### src/hdl/tt_pkg.sv
`default_nettype none
package tt_pkg;

	// sequencer states
	typedef enum logic [3:0] {
		ST_IDLE,
		ST_MUL,
		ST_NLOAD,
		ST_NSHIFT,
		ST_NSQ,
		ST_SQRT,
		ST_DLOAD,
		ST_DIV,
		ST_EMIT
	} state_t;

	// largest positive unit-vector code
	localparam logic [15:0] Q_MAX = 16'd32767;

	// number of products per triangle: two for the determinant plus four per axis
	localparam int N_PROD = 14;

endpackage
`default_nettype wire

### src/hdl/triangle_tangent_basis.sv
`default_nettype none
// Per-triangle tangent and bitangent from texture coordinates.
// Input channel (in_valid/in_stall) takes one vertex per transfer: position
// and uv in signed fixed point, plus mesh_start which restarts grouping.
// The first two vertices of a triangle are held; in_stall stays low for them.
// The third starts the computation; in_stall stays high until all three
// result copies have been transferred on the output channel
// (out_valid/out_stall). The copies are identical except last_of_triangle,
// which marks the third one.
// Work per triangle: 14 products on one shift-add multiplier
// (MW = max(COORD_WIDTH+1, 32)), then per vector a right-shift normalization,
// 3 squares on the same multiplier, 32 square-root steps and three 64-step
// divisions; a zero determinant or a zero-length vector skips the later steps.
// A stalled output holds its copy; nothing else advances while stalled.
// Reset clears the vertex slot and the sequencer; held vertices are
// undefined until written.
module triangle_tangent_basis #(
	parameter int COORD_WIDTH   = 32,
	parameter int OUT_FRAC_BITS = 14
) (
	input  wire logic                          clk,
	input  wire logic                          arst_n,
	input  wire logic                          in_valid,
	output logic                               in_stall,
	input  wire logic signed [COORD_WIDTH-1:0] pos_x,
	input  wire logic signed [COORD_WIDTH-1:0] pos_y,
	input  wire logic signed [COORD_WIDTH-1:0] pos_z,
	input  wire logic signed [COORD_WIDTH-1:0] tex_u,
	input  wire logic signed [COORD_WIDTH-1:0] tex_v,
	input  wire logic                          mesh_start,
	output logic                               out_valid,
	input  wire logic                          out_stall,
	output logic signed [15:0]                 tangent_x,
	output logic signed [15:0]                 tangent_y,
	output logic signed [15:0]                 tangent_z,
	output logic signed [15:0]                 bitangent_x,
	output logic signed [15:0]                 bitangent_y,
	output logic signed [15:0]                 bitangent_z,
	output logic                               degenerate,
	output logic                               last_of_triangle
);
	localparam int W   = COORD_WIDTH;
	localparam int DW  = W + 1;
	localparam int MW  = (W + 1 > 32) ? W + 1 : 32;
	localparam int PW  = 2 * MW;
	localparam int VW  = PW + 1;

	tt_pkg::state_t state_q, state_n;

	logic [1:0]          slot_q, slot_eff;
	logic signed [W-1:0] hp_q [6];
	logic signed [W-1:0] ht_q [4];
	logic signed [DW-1:0] d1_q [3];
	logic signed [DW-1:0] d2_q [3];
	logic signed [DW-1:0] du1_q, dv1_q, du2_q, dv2_q;
	logic signed [W-1:0] pin [3];

	logic [3:0]            pidx_q;
	logic signed [PW-1:0]  first_q;
	logic signed [VW-1:0]  det_q;
	logic signed [VW-1:0]  vec_q [6];
	logic                  vi_q;
	logic [VW-1:0]         m_q [3];
	logic                  neg_q [3];
	logic [1:0]            k_q;
	logic [63:0]           sum_q, sum_n;
	logic [63:0]           sx_q, sr_q, sb_q;
	logic [31:0]           len_q;
	logic [63:0]           num_q, quo_q;
	logic [32:0]           rem_q, rem_n;
	logic [5:0]            dcnt_q;
	logic [15:0]           res_q [6];
	logic                  degen_q;
	logic [1:0]            copy_q;
	logic                  issue_q;

	logic                  in_acc, out_acc;
	logic signed [MW-1:0]  op_a, op_b;
	logic                  mul_done;
	logic signed [PW-1:0]  mul_p;
	logic [3:0]            pj;
	logic [1:0]            pk;
	logic [VW-1:0]         m_or;
	logic [63:0]           sq_t;
	logic [63:0]           quo_n;
	logic [15:0]           q16;
	logic signed [VW-1:0]  vsel [3];

	assign pin[0] = pos_x;
	assign pin[1] = pos_y;
	assign pin[2] = pos_z;

	assign in_acc   = in_valid && !in_stall;
	assign out_acc  = out_valid && !out_stall;
	assign slot_eff = (mesh_start || slot_q == 2'd3) ? 2'd0 : slot_q;

	// product operand select
	assign pj = pidx_q - 4'd2;
	assign pk = pj[3:2];
	always_comb begin
		op_a = '0;
		op_b = '0;
		if (state_q == tt_pkg::ST_NSQ) begin
			op_a = MW'(m_q[k_q][30:0]);
			op_b = MW'(m_q[k_q][30:0]);
			op_a[MW-1] = 1'b0;
			op_b[MW-1] = 1'b0;
		end else if (pidx_q == 4'd0) begin
			op_a = MW'(du1_q);
			op_b = MW'(dv2_q);
		end else if (pidx_q == 4'd1) begin
			op_a = MW'(dv1_q);
			op_b = MW'(du2_q);
		end else begin
			case (pj[1:0])
				2'd0:    begin op_a = MW'(d1_q[pk]); op_b = MW'(dv2_q); end
				2'd1:    begin op_a = MW'(d2_q[pk]); op_b = MW'(dv1_q); end
				2'd2:    begin op_a = MW'(d2_q[pk]); op_b = MW'(du1_q); end
				default: begin op_a = MW'(d1_q[pk]); op_b = MW'(du2_q); end
			endcase
		end
	end

	tt_mul #(.MW(MW)) u_mul (
		.clk    (clk),
		.arst_n (arst_n),
		.start  (issue_q),
		.a      (op_a),
		.b      (op_b),
		.done   (mul_done),
		.p      (mul_p)
	);

	// normalize helpers
	assign m_or  = m_q[0] | m_q[1] | m_q[2];
	assign sum_n = sum_q + 64'(unsigned'(mul_p));
	assign sq_t  = sr_q + sb_q;
	assign rem_n = {rem_q[31:0], num_q[63]};
	assign quo_n = {quo_q[62:0], (rem_n >= {1'b0, len_q})};
	assign q16   = (quo_n > 64'(tt_pkg::Q_MAX)) ? tt_pkg::Q_MAX : quo_n[15:0];
	always_comb begin
		for (int i = 0; i < 3; i++)
			vsel[i] = vi_q ? vec_q[3+i] : vec_q[i];
	end

	// next state
	always_comb begin
		state_n = state_q;
		case (state_q)
			tt_pkg::ST_IDLE:
				if (in_acc && slot_eff == 2'd2)
					state_n = tt_pkg::ST_MUL;
			tt_pkg::ST_MUL:
				if (mul_done && pidx_q == 4'(tt_pkg::N_PROD - 1))
					state_n = (det_q == '0) ? tt_pkg::ST_EMIT : tt_pkg::ST_NLOAD;
			tt_pkg::ST_NLOAD:
				state_n = tt_pkg::ST_NSHIFT;
			tt_pkg::ST_NSHIFT:
				if (m_or[VW-1:31] == '0)
					state_n = tt_pkg::ST_NSQ;
			tt_pkg::ST_NSQ:
				if (mul_done && k_q == 2'd2) begin
					if (sum_n != '0)
						state_n = tt_pkg::ST_SQRT;
					else if (!vi_q)
						state_n = tt_pkg::ST_NLOAD;
					else
						state_n = tt_pkg::ST_EMIT;
				end
			tt_pkg::ST_SQRT:
				if (sb_q[0])
					state_n = tt_pkg::ST_DLOAD;
			tt_pkg::ST_DLOAD:
				state_n = tt_pkg::ST_DIV;
			tt_pkg::ST_DIV:
				if (dcnt_q == '0) begin
					if (k_q != 2'd2)
						state_n = tt_pkg::ST_DLOAD;
					else if (!vi_q)
						state_n = tt_pkg::ST_NLOAD;
					else
						state_n = tt_pkg::ST_EMIT;
				end
			tt_pkg::ST_EMIT:
				if (out_acc && copy_q == 2'd2)
					state_n = tt_pkg::ST_IDLE;
			default:
				state_n = tt_pkg::ST_IDLE;
		endcase
	end

	// handshake outputs
	always_comb begin
		in_stall  = (state_q != tt_pkg::ST_IDLE);
		out_valid = (state_q == tt_pkg::ST_EMIT);
	end

	// control registers
	always_ff @(posedge clk or negedge arst_n) begin
		if (!arst_n) begin
			state_q <= tt_pkg::ST_IDLE;
			slot_q  <= 2'd0;
			issue_q <= 1'b0;
			copy_q  <= 2'd0;
		end else begin
			state_q <= state_n;
			issue_q <= 1'b0;
			if (in_acc)
				slot_q <= (slot_eff == 2'd2) ? 2'd0 : slot_eff + 2'd1;
			if (in_acc && slot_eff == 2'd2)
				issue_q <= 1'b1;
			if (state_q == tt_pkg::ST_MUL && mul_done &&
				pidx_q != 4'(tt_pkg::N_PROD - 1))
				issue_q <= 1'b1;
			if (state_q == tt_pkg::ST_NSHIFT && m_or[VW-1:31] == '0)
				issue_q <= 1'b1;
			if (state_q == tt_pkg::ST_NSQ && mul_done && k_q != 2'd2)
				issue_q <= 1'b1;
			if (out_acc)
				copy_q <= (copy_q == 2'd2) ? 2'd0 : copy_q + 2'd1;
		end
	end

	// datapath
	always_ff @(posedge clk) begin
		case (state_q)
			tt_pkg::ST_IDLE: begin
				if (in_acc) begin
					if (slot_eff != 2'd2) begin
						for (int i = 0; i < 3; i++)
							hp_q[3*slot_eff+i] <= pin[i];
						ht_q[2*slot_eff]   <= tex_u;
						ht_q[2*slot_eff+1] <= tex_v;
					end else begin
						for (int i = 0; i < 3; i++) begin
							d1_q[i] <= DW'(hp_q[3+i]) - DW'(hp_q[i]);
							d2_q[i] <= DW'(pin[i]) - DW'(hp_q[i]);
						end
						du1_q  <= DW'(ht_q[2]) - DW'(ht_q[0]);
						dv1_q  <= DW'(ht_q[3]) - DW'(ht_q[1]);
						du2_q  <= DW'(tex_u) - DW'(ht_q[0]);
						dv2_q  <= DW'(tex_v) - DW'(ht_q[1]);
						pidx_q <= 4'd0;
						vi_q   <= 1'b0;
						degen_q <= 1'b0;
						for (int i = 0; i < 6; i++)
							res_q[i] <= '0;
					end
				end
			end
			tt_pkg::ST_MUL: begin
				if (mul_done) begin
					pidx_q <= pidx_q + 4'd1;
					if (!pidx_q[0])
						first_q <= mul_p;
					else if (pidx_q == 4'd1)
						det_q <= VW'(first_q) - VW'(mul_p);
					else
						vec_q[{1'b0, pk} + (pj[1] ? 3'd3 : 3'd0)] <=
							VW'(first_q) - VW'(mul_p);
					if (pidx_q == 4'(tt_pkg::N_PROD - 1) && det_q == '0)
						degen_q <= 1'b1;
				end
			end
			tt_pkg::ST_NLOAD: begin
				for (int i = 0; i < 3; i++) begin
					m_q[i]   <= vsel[i][VW-1] ? -vsel[i] : vsel[i];
					neg_q[i] <= vsel[i][VW-1] ^ det_q[VW-1];
				end
				k_q   <= 2'd0;
				sum_q <= '0;
			end
			tt_pkg::ST_NSHIFT: begin
				if (m_or[VW-1:31] != '0)
					for (int i = 0; i < 3; i++)
						m_q[i] <= m_q[i] >> 1;
			end
			tt_pkg::ST_NSQ: begin
				if (mul_done) begin
					sum_q <= sum_n;
					k_q   <= k_q + 2'd1;
					if (k_q == 2'd2) begin
						sx_q <= sum_n;
						sr_q <= '0;
						sb_q <= 64'd1 << 62;
						k_q  <= 2'd0;
						if (sum_n == '0) begin
							degen_q <= 1'b1;
							vi_q    <= 1'b1;
						end
					end
				end
			end
			tt_pkg::ST_SQRT: begin
				if (sx_q >= sq_t) begin
					sx_q <= sx_q - sq_t;
					sr_q <= (sr_q >> 1) + sb_q;
				end else begin
					sr_q <= sr_q >> 1;
				end
				sb_q <= sb_q >> 2;
				if (sb_q[0])
					len_q <= (sx_q >= sq_t) ? 32'((sr_q >> 1) + sb_q) : 32'(sr_q >> 1);
			end
			tt_pkg::ST_DLOAD: begin
				num_q  <= (64'(m_q[k_q][30:0]) << OUT_FRAC_BITS) + 64'(len_q >> 1);
				rem_q  <= '0;
				quo_q  <= '0;
				dcnt_q <= 6'd63;
			end
			tt_pkg::ST_DIV: begin
				rem_q  <= (rem_n >= {1'b0, len_q}) ? rem_n - {1'b0, len_q} : rem_n;
				num_q  <= num_q << 1;
				quo_q  <= quo_n;
				dcnt_q <= dcnt_q - 6'd1;
				if (dcnt_q == '0) begin
					res_q[(vi_q ? 3'd3 : 3'd0) + {1'b0, k_q}] <=
						neg_q[k_q] ? -q16 : q16;
					k_q <= k_q + 2'd1;
					if (k_q == 2'd2)
						vi_q <= 1'b1;
				end
			end
			default: ;
		endcase
	end

	// result fields
	assign tangent_x        = res_q[0];
	assign tangent_y        = res_q[1];
	assign tangent_z        = res_q[2];
	assign bitangent_x      = res_q[3];
	assign bitangent_y      = res_q[4];
	assign bitangent_z      = res_q[5];
	assign degenerate       = degen_q;
	assign last_of_triangle = (copy_q == 2'd2);
endmodule
`default_nettype wire

### src/hdl/tt_mul.sv
`default_nettype none
// Shift-add signed multiplier, one operand bit per cycle.
module tt_mul #(
	parameter int MW = 32
) (
	input  wire logic                 clk,
	input  wire logic                 arst_n,
	input  wire logic                 start,
	input  wire logic signed [MW-1:0] a,
	input  wire logic signed [MW-1:0] b,
	output logic                      done,
	output logic signed [2*MW-1:0]    p
);
	localparam int CW = $clog2(MW + 1);

	logic [2*MW-1:0] ma_q, acc_q;
	logic [MW-1:0]   mb_q, ua, ub;
	logic            neg_q, busy_q, done_q;
	logic [CW-1:0]   cnt_q;

	// operand magnitudes
	assign ua = a[MW-1] ? (~a + 1'b1) : a;
	assign ub = b[MW-1] ? (~b + 1'b1) : b;

	// iterate over multiplier bits
	always_ff @(posedge clk or negedge arst_n) begin
		if (!arst_n) begin
			busy_q <= 1'b0;
			done_q <= 1'b0;
		end else begin
			done_q <= 1'b0;
			if (start) begin
				ma_q   <= {{MW{1'b0}}, ua};
				mb_q   <= ub;
				acc_q  <= '0;
				neg_q  <= a[MW-1] ^ b[MW-1];
				cnt_q  <= CW'(MW);
				busy_q <= 1'b1;
			end else if (busy_q) begin
				if (mb_q[0])
					acc_q <= acc_q + ma_q;
				ma_q  <= ma_q << 1;
				mb_q  <= mb_q >> 1;
				cnt_q <= cnt_q - 1'b1;
				if (cnt_q == CW'(1)) begin
					busy_q <= 1'b0;
					done_q <= 1'b1;
				end
			end
		end
	end

	assign done = done_q;
	assign p    = neg_q ? -$signed(acc_q) : $signed(acc_q);
endmodule
`default_nettype wire

### config.mk
export PLATFORM = sky130hd
export DESIGN_NAME = triangle_tangent_basis
export DESIGN_NICKNAME = d
export VERILOG_FILES = /design/src/hdl/tt_pkg.sv /design/src/hdl/triangle_tangent_basis.sv /design/src/hdl/tt_mul.sv
export SDC_FILE = /design/constraint.sdc
export NUM_CORES = 2
export LEC_CHECK = 0
export BUFFER_PORTS_ARGS = -buffer_cell sky130_fd_sc_hd__buf_4
export CAP_MARGIN = 30
export CORE_MARGIN = 5
export CORE_UTILIZATION = 45
export CTS_CLUSTER_SIZE = 24
export DETAILED_ROUTE_END_ITERATION = 10
export GPL_TIMING_DRIVEN = 0
export PLACE_DENSITY_LB_ADDON = 0.12
export REMOVE_ABC_BUFFERS = 1
export SYNTH_ARGS = -nofsm -noshare
export SYNTH_HDL_FRONTEND = slang
export SYNTH_HIERARCHICAL = 1
export SYNTH_SLANG_ARGS = --single-unit
### constraint.sdc
create_clock -name clk -period 30.8 [get_ports clk]
set_input_delay 3.08 -clock clk [delete_from_list [all_inputs] [get_ports clk]]
set_output_delay 3.08 -clock clk [all_outputs]
set_load 0.03 [all_outputs]
==> impl_metrics.env <==
export IMPL_hold_viol=0
export IMPL_rows=195
export IMPL_cp_end_kind="register"
export IMPL_htree_levels=4
export IMPL_grt_pass1_vias=95000
export IMPL_met2_usage=0.424
export IMPL_rsz0062_at_grt="false"
export IMPL_setup_ws_ps=22340
export IMPL_cts_sinks=2099
export IMPL_ys_flop_type="edfxtp_1"
export IMPL_io_pins=265
export IMPL_place_area_um2=136000
export IMPL_ys_ff_latch=2099
export IMPL_syn_to_final_growth_pct=13.4
export IMPL_met3_usage=0.0434
export IMPL_min_path_type="reg -> reg"
export IMPL_dp_hpwl_um=292000
export IMPL_leakage_nw=55.2
export IMPL_design_area_um2=145000
export IMPL_synth_top_area_cell="edfxtp_1"
export IMPL_synth_warnings=6
export IMPL_synth_avg_cell_area_um2=10.4
export IMPL_setup_violations_final=0
export IMPL_synthArstFlopShare=0.00524
export IMPL_post_route_cells_drive_above_1_share=0.0936
export IMPL_cellPowerDensity_nw_per_um2=101
export IMPL_grt_busiest_layer="met2"
export IMPL_max_clock_freq_mhz=118
export IMPL_cts_root_buf="clkbuf_16"
export IMPL_worstMarginPinSlew_ps=1140
export IMPL_clock_path_buffers=4
export IMPL_path_cells="nor3_1 > nand3_1 > or4_1 > or2_1 > nor2_1 > nand2_1 > o31ai_1 > o21ai_0 > xor2_1 > buf_6 > ha_1 > a21oi_1 > o21a_1 > o21ai_0 > a211oi_1 > nor2_1 > or3_1 > or3_1 > o311ai_0 > nand4b_1 > nor4_1 > nand4_1 > nand2_1 > and3_1"
export IMPL_slew_violations=0
export IMPL_synth_top_area_share=0.491
export IMPL_first_pass_iters=6
export IMPL_insertion_delay_ps=940
export IMPL_drtIter0Drc=7417
export IMPL_power_mw=14.7
export IMPL_overflow=0
export IMPL_start_util=0.452
export IMPL_cpMaxStageDelayCell="o31ai_1"
export IMPL_critical_path_arrival_ps=9100
export IMPL_detail_route_antenna_nets=0
export IMPL_avgRoutedWirePerCell_um=22.8
export IMPL_met1_usage=0.316
export IMPL_layout_nets=13500
export IMPL_netlist_area_um2=127000
export IMPL_relSlewSlack=0.224
export IMPL_grt_use_total=0.249
export IMPL_postCtsResizedCells=0
export IMPL_worstPathMaxFanout=8
export IMPL_cts_tree="done"
export IMPL_timing_hold_ws_ps=483
export IMPL_postSynthCellCount=12300
export IMPL_vias_per_cell=5.85
export IMPL_portBuffers=264
export IMPL_finalCritPeriodShare=0.275
export IMPL_worst_path_buf_inv=1
export IMPL_skew_ps=103
export IMPL_die_h_um=542
export IMPL_yosysMostFrequentCell="edfxtp_1"
export IMPL_via_count=96700
export IMPL_crit_family="simple AND/OR/NAND/NOR gates"
export IMPL_critical_path_max_stage_delay_ps=650
export IMPL_yosysSeqAreaShare=0.494
export IMPL_postCtsSetupBuffers=0
export IMPL_synth_area_top_cells="edfxtp_1 (49%), ha_1 (7.1%), xnor2_1 (4.0%), a21oi_1 (3.6%), o21ai_0 (3.6%)"
export IMPL_vdd_drop_max_mv=0.0667
export IMPL_path_clk_slew_ps=60
export IMPL_die_x_um=542
export IMPL_route_detailed_drc=0
export IMPL_crit_type="reg -> reg"
export IMPL_start_kind="register"
export IMPL_setup_tns_ps=0
export IMPL_synth_distinct_cells=121
export IMPL_cts_hold_buf=0
export IMPL_floorplan_die_area_um2=294000
export IMPL_grt_pass1_wl_um=570000
export IMPL_crit_required_ps=31430
export IMPL_post_route_min_period_ps=8460
export IMPL_synth_commonest_cells="edfxtp_1 (2,086), nand2_1 (1,163), nor2_1 (1,089)"
export IMPL_coreArea_um2=282000
export IMPL_synth_edf_count=2086
export IMPL_cap_violations=0
export IMPL_gp_congestion=0.982
export IMPL_post_place_ws_ps=22380
export IMPL_routed_wl_um=378000
export IMPL_antenna_found_initial=58
export IMPL_grt_max_degree=108
export IMPL_status="finished clean"
export IMPL_cts_made_buffers=242
## worst paths after layout
path                                              start                      to  slack, ps  cells past startpoint
setup / recovery           u_mul/acc_q[0]$_SDFFCE_PP0P_          vi_q$_DFFE_PP_      22340                     24
hold reg to reg                     num_q[40]$_DFFE_PP_     num_q[41]$_DFFE_PP_        480                      2
max in group asynchronous                        arst_n  u_mul/busy_q$_DFF_PN0_      27770                      2
hold / removal                      num_q[40]$_DFFE_PP_     num_q[41]$_DFFE_PP_        480                      2
setup reg to reg           u_mul/acc_q[0]$_SDFFCE_PP0P_          vi_q$_DFFE_PP_      22340                     24
min in group asynchronous                        arst_n  state_q[0]$_DFFE_PN0P_       2630                      2
## cell usage in the layout (no fill, tap or decap), drive strengths merged, types with 289 or more instances in the layout
| master | n |
|---|---|
| inv | 536 |
| ha | 722 |
| buf | 517 |
| edfxtp | 2086 |
| a21o | 292 |
| nand2 | 1164 |
| nor3 | 291 |
| o21ai | 935 |
| mux2i | 356 |
| xor2 | 389 |
| clkbuf | 289 |
| xnor2 | 575 |
| nor2 | 1090 |
| a21oi | 927 |
## registers in the layout (all words and copies together), names as in the netlist, 66 cells and up, named ones only
signal,flops
m_q,201
d1_q,99
first_q,66
hp_q,192
res_q,96
u_mul/acc_q,66
d2_q,99
vec_q,402
u_mul/ma_q,66
ht_q,128
det_q,67
## power breakdown
group	switching (mW)	internal, mW	total (mW)	leakage [nW]
registers	0.380	4.14	4.52	19.5
logic	4.54	2.67	7.21	31.8
clock network	1.22	1.72	2.94	3.89
total	6.14	8.53	14.7	55.2
## worst min-delay path: stages, from the launching register on
cell      delay, ps
edfxtp_1        320
nand2_1          50
o21ai_0          60
## area by class of cell
class | count | area (um^2)
multi-input combinational | 9159 | 61000
fill | 25100 | 137000
timing repair buffer | 522 | 5950
clock inverter | 169 | 1690
tap | 3743 | 4680
antenna | 25 | 62.6
inverter | 527 | 1990
clock buffer | 285 | 6280
sequential | 2099 | 63000
## through the flow
| stage | util | cells |
|---|---|---|
| after floorplan | - | 11800 |
| after global placement | 0.469 | 15800 |
| after detailed placement | 0.484 | 16000 |
| after CTS | 0.512 | 16500 |
| after global routing | 0.512 | 16500 |
| final | 0.513 | 16500 |
## per-layer routing
metal  vias to the layer above  wire [um]
met3                       698      25100
met5                         -        303
met4                        50      15500
li1                      46000          -
met1                     47000     156000
met2                      2944     180000
## logic make-up (layout without fill, tap and decap cells)
family	Yosys count	count (layout)	synth area share
DFF	2099	2099	0.494
adders and majority gates	740	740	0.0737
buffers and inverters	1004	1503	0.0311
AOI/OAI and AO/OA	3164	3164	0.153
and+or+nand+nor	3834	3834	0.142
xor gates and xnor gates	964	964	0.0662
other	0	25	0
muxes	457	457	0.0399
No activity file was read; power rests on OpenSTA's default activity.
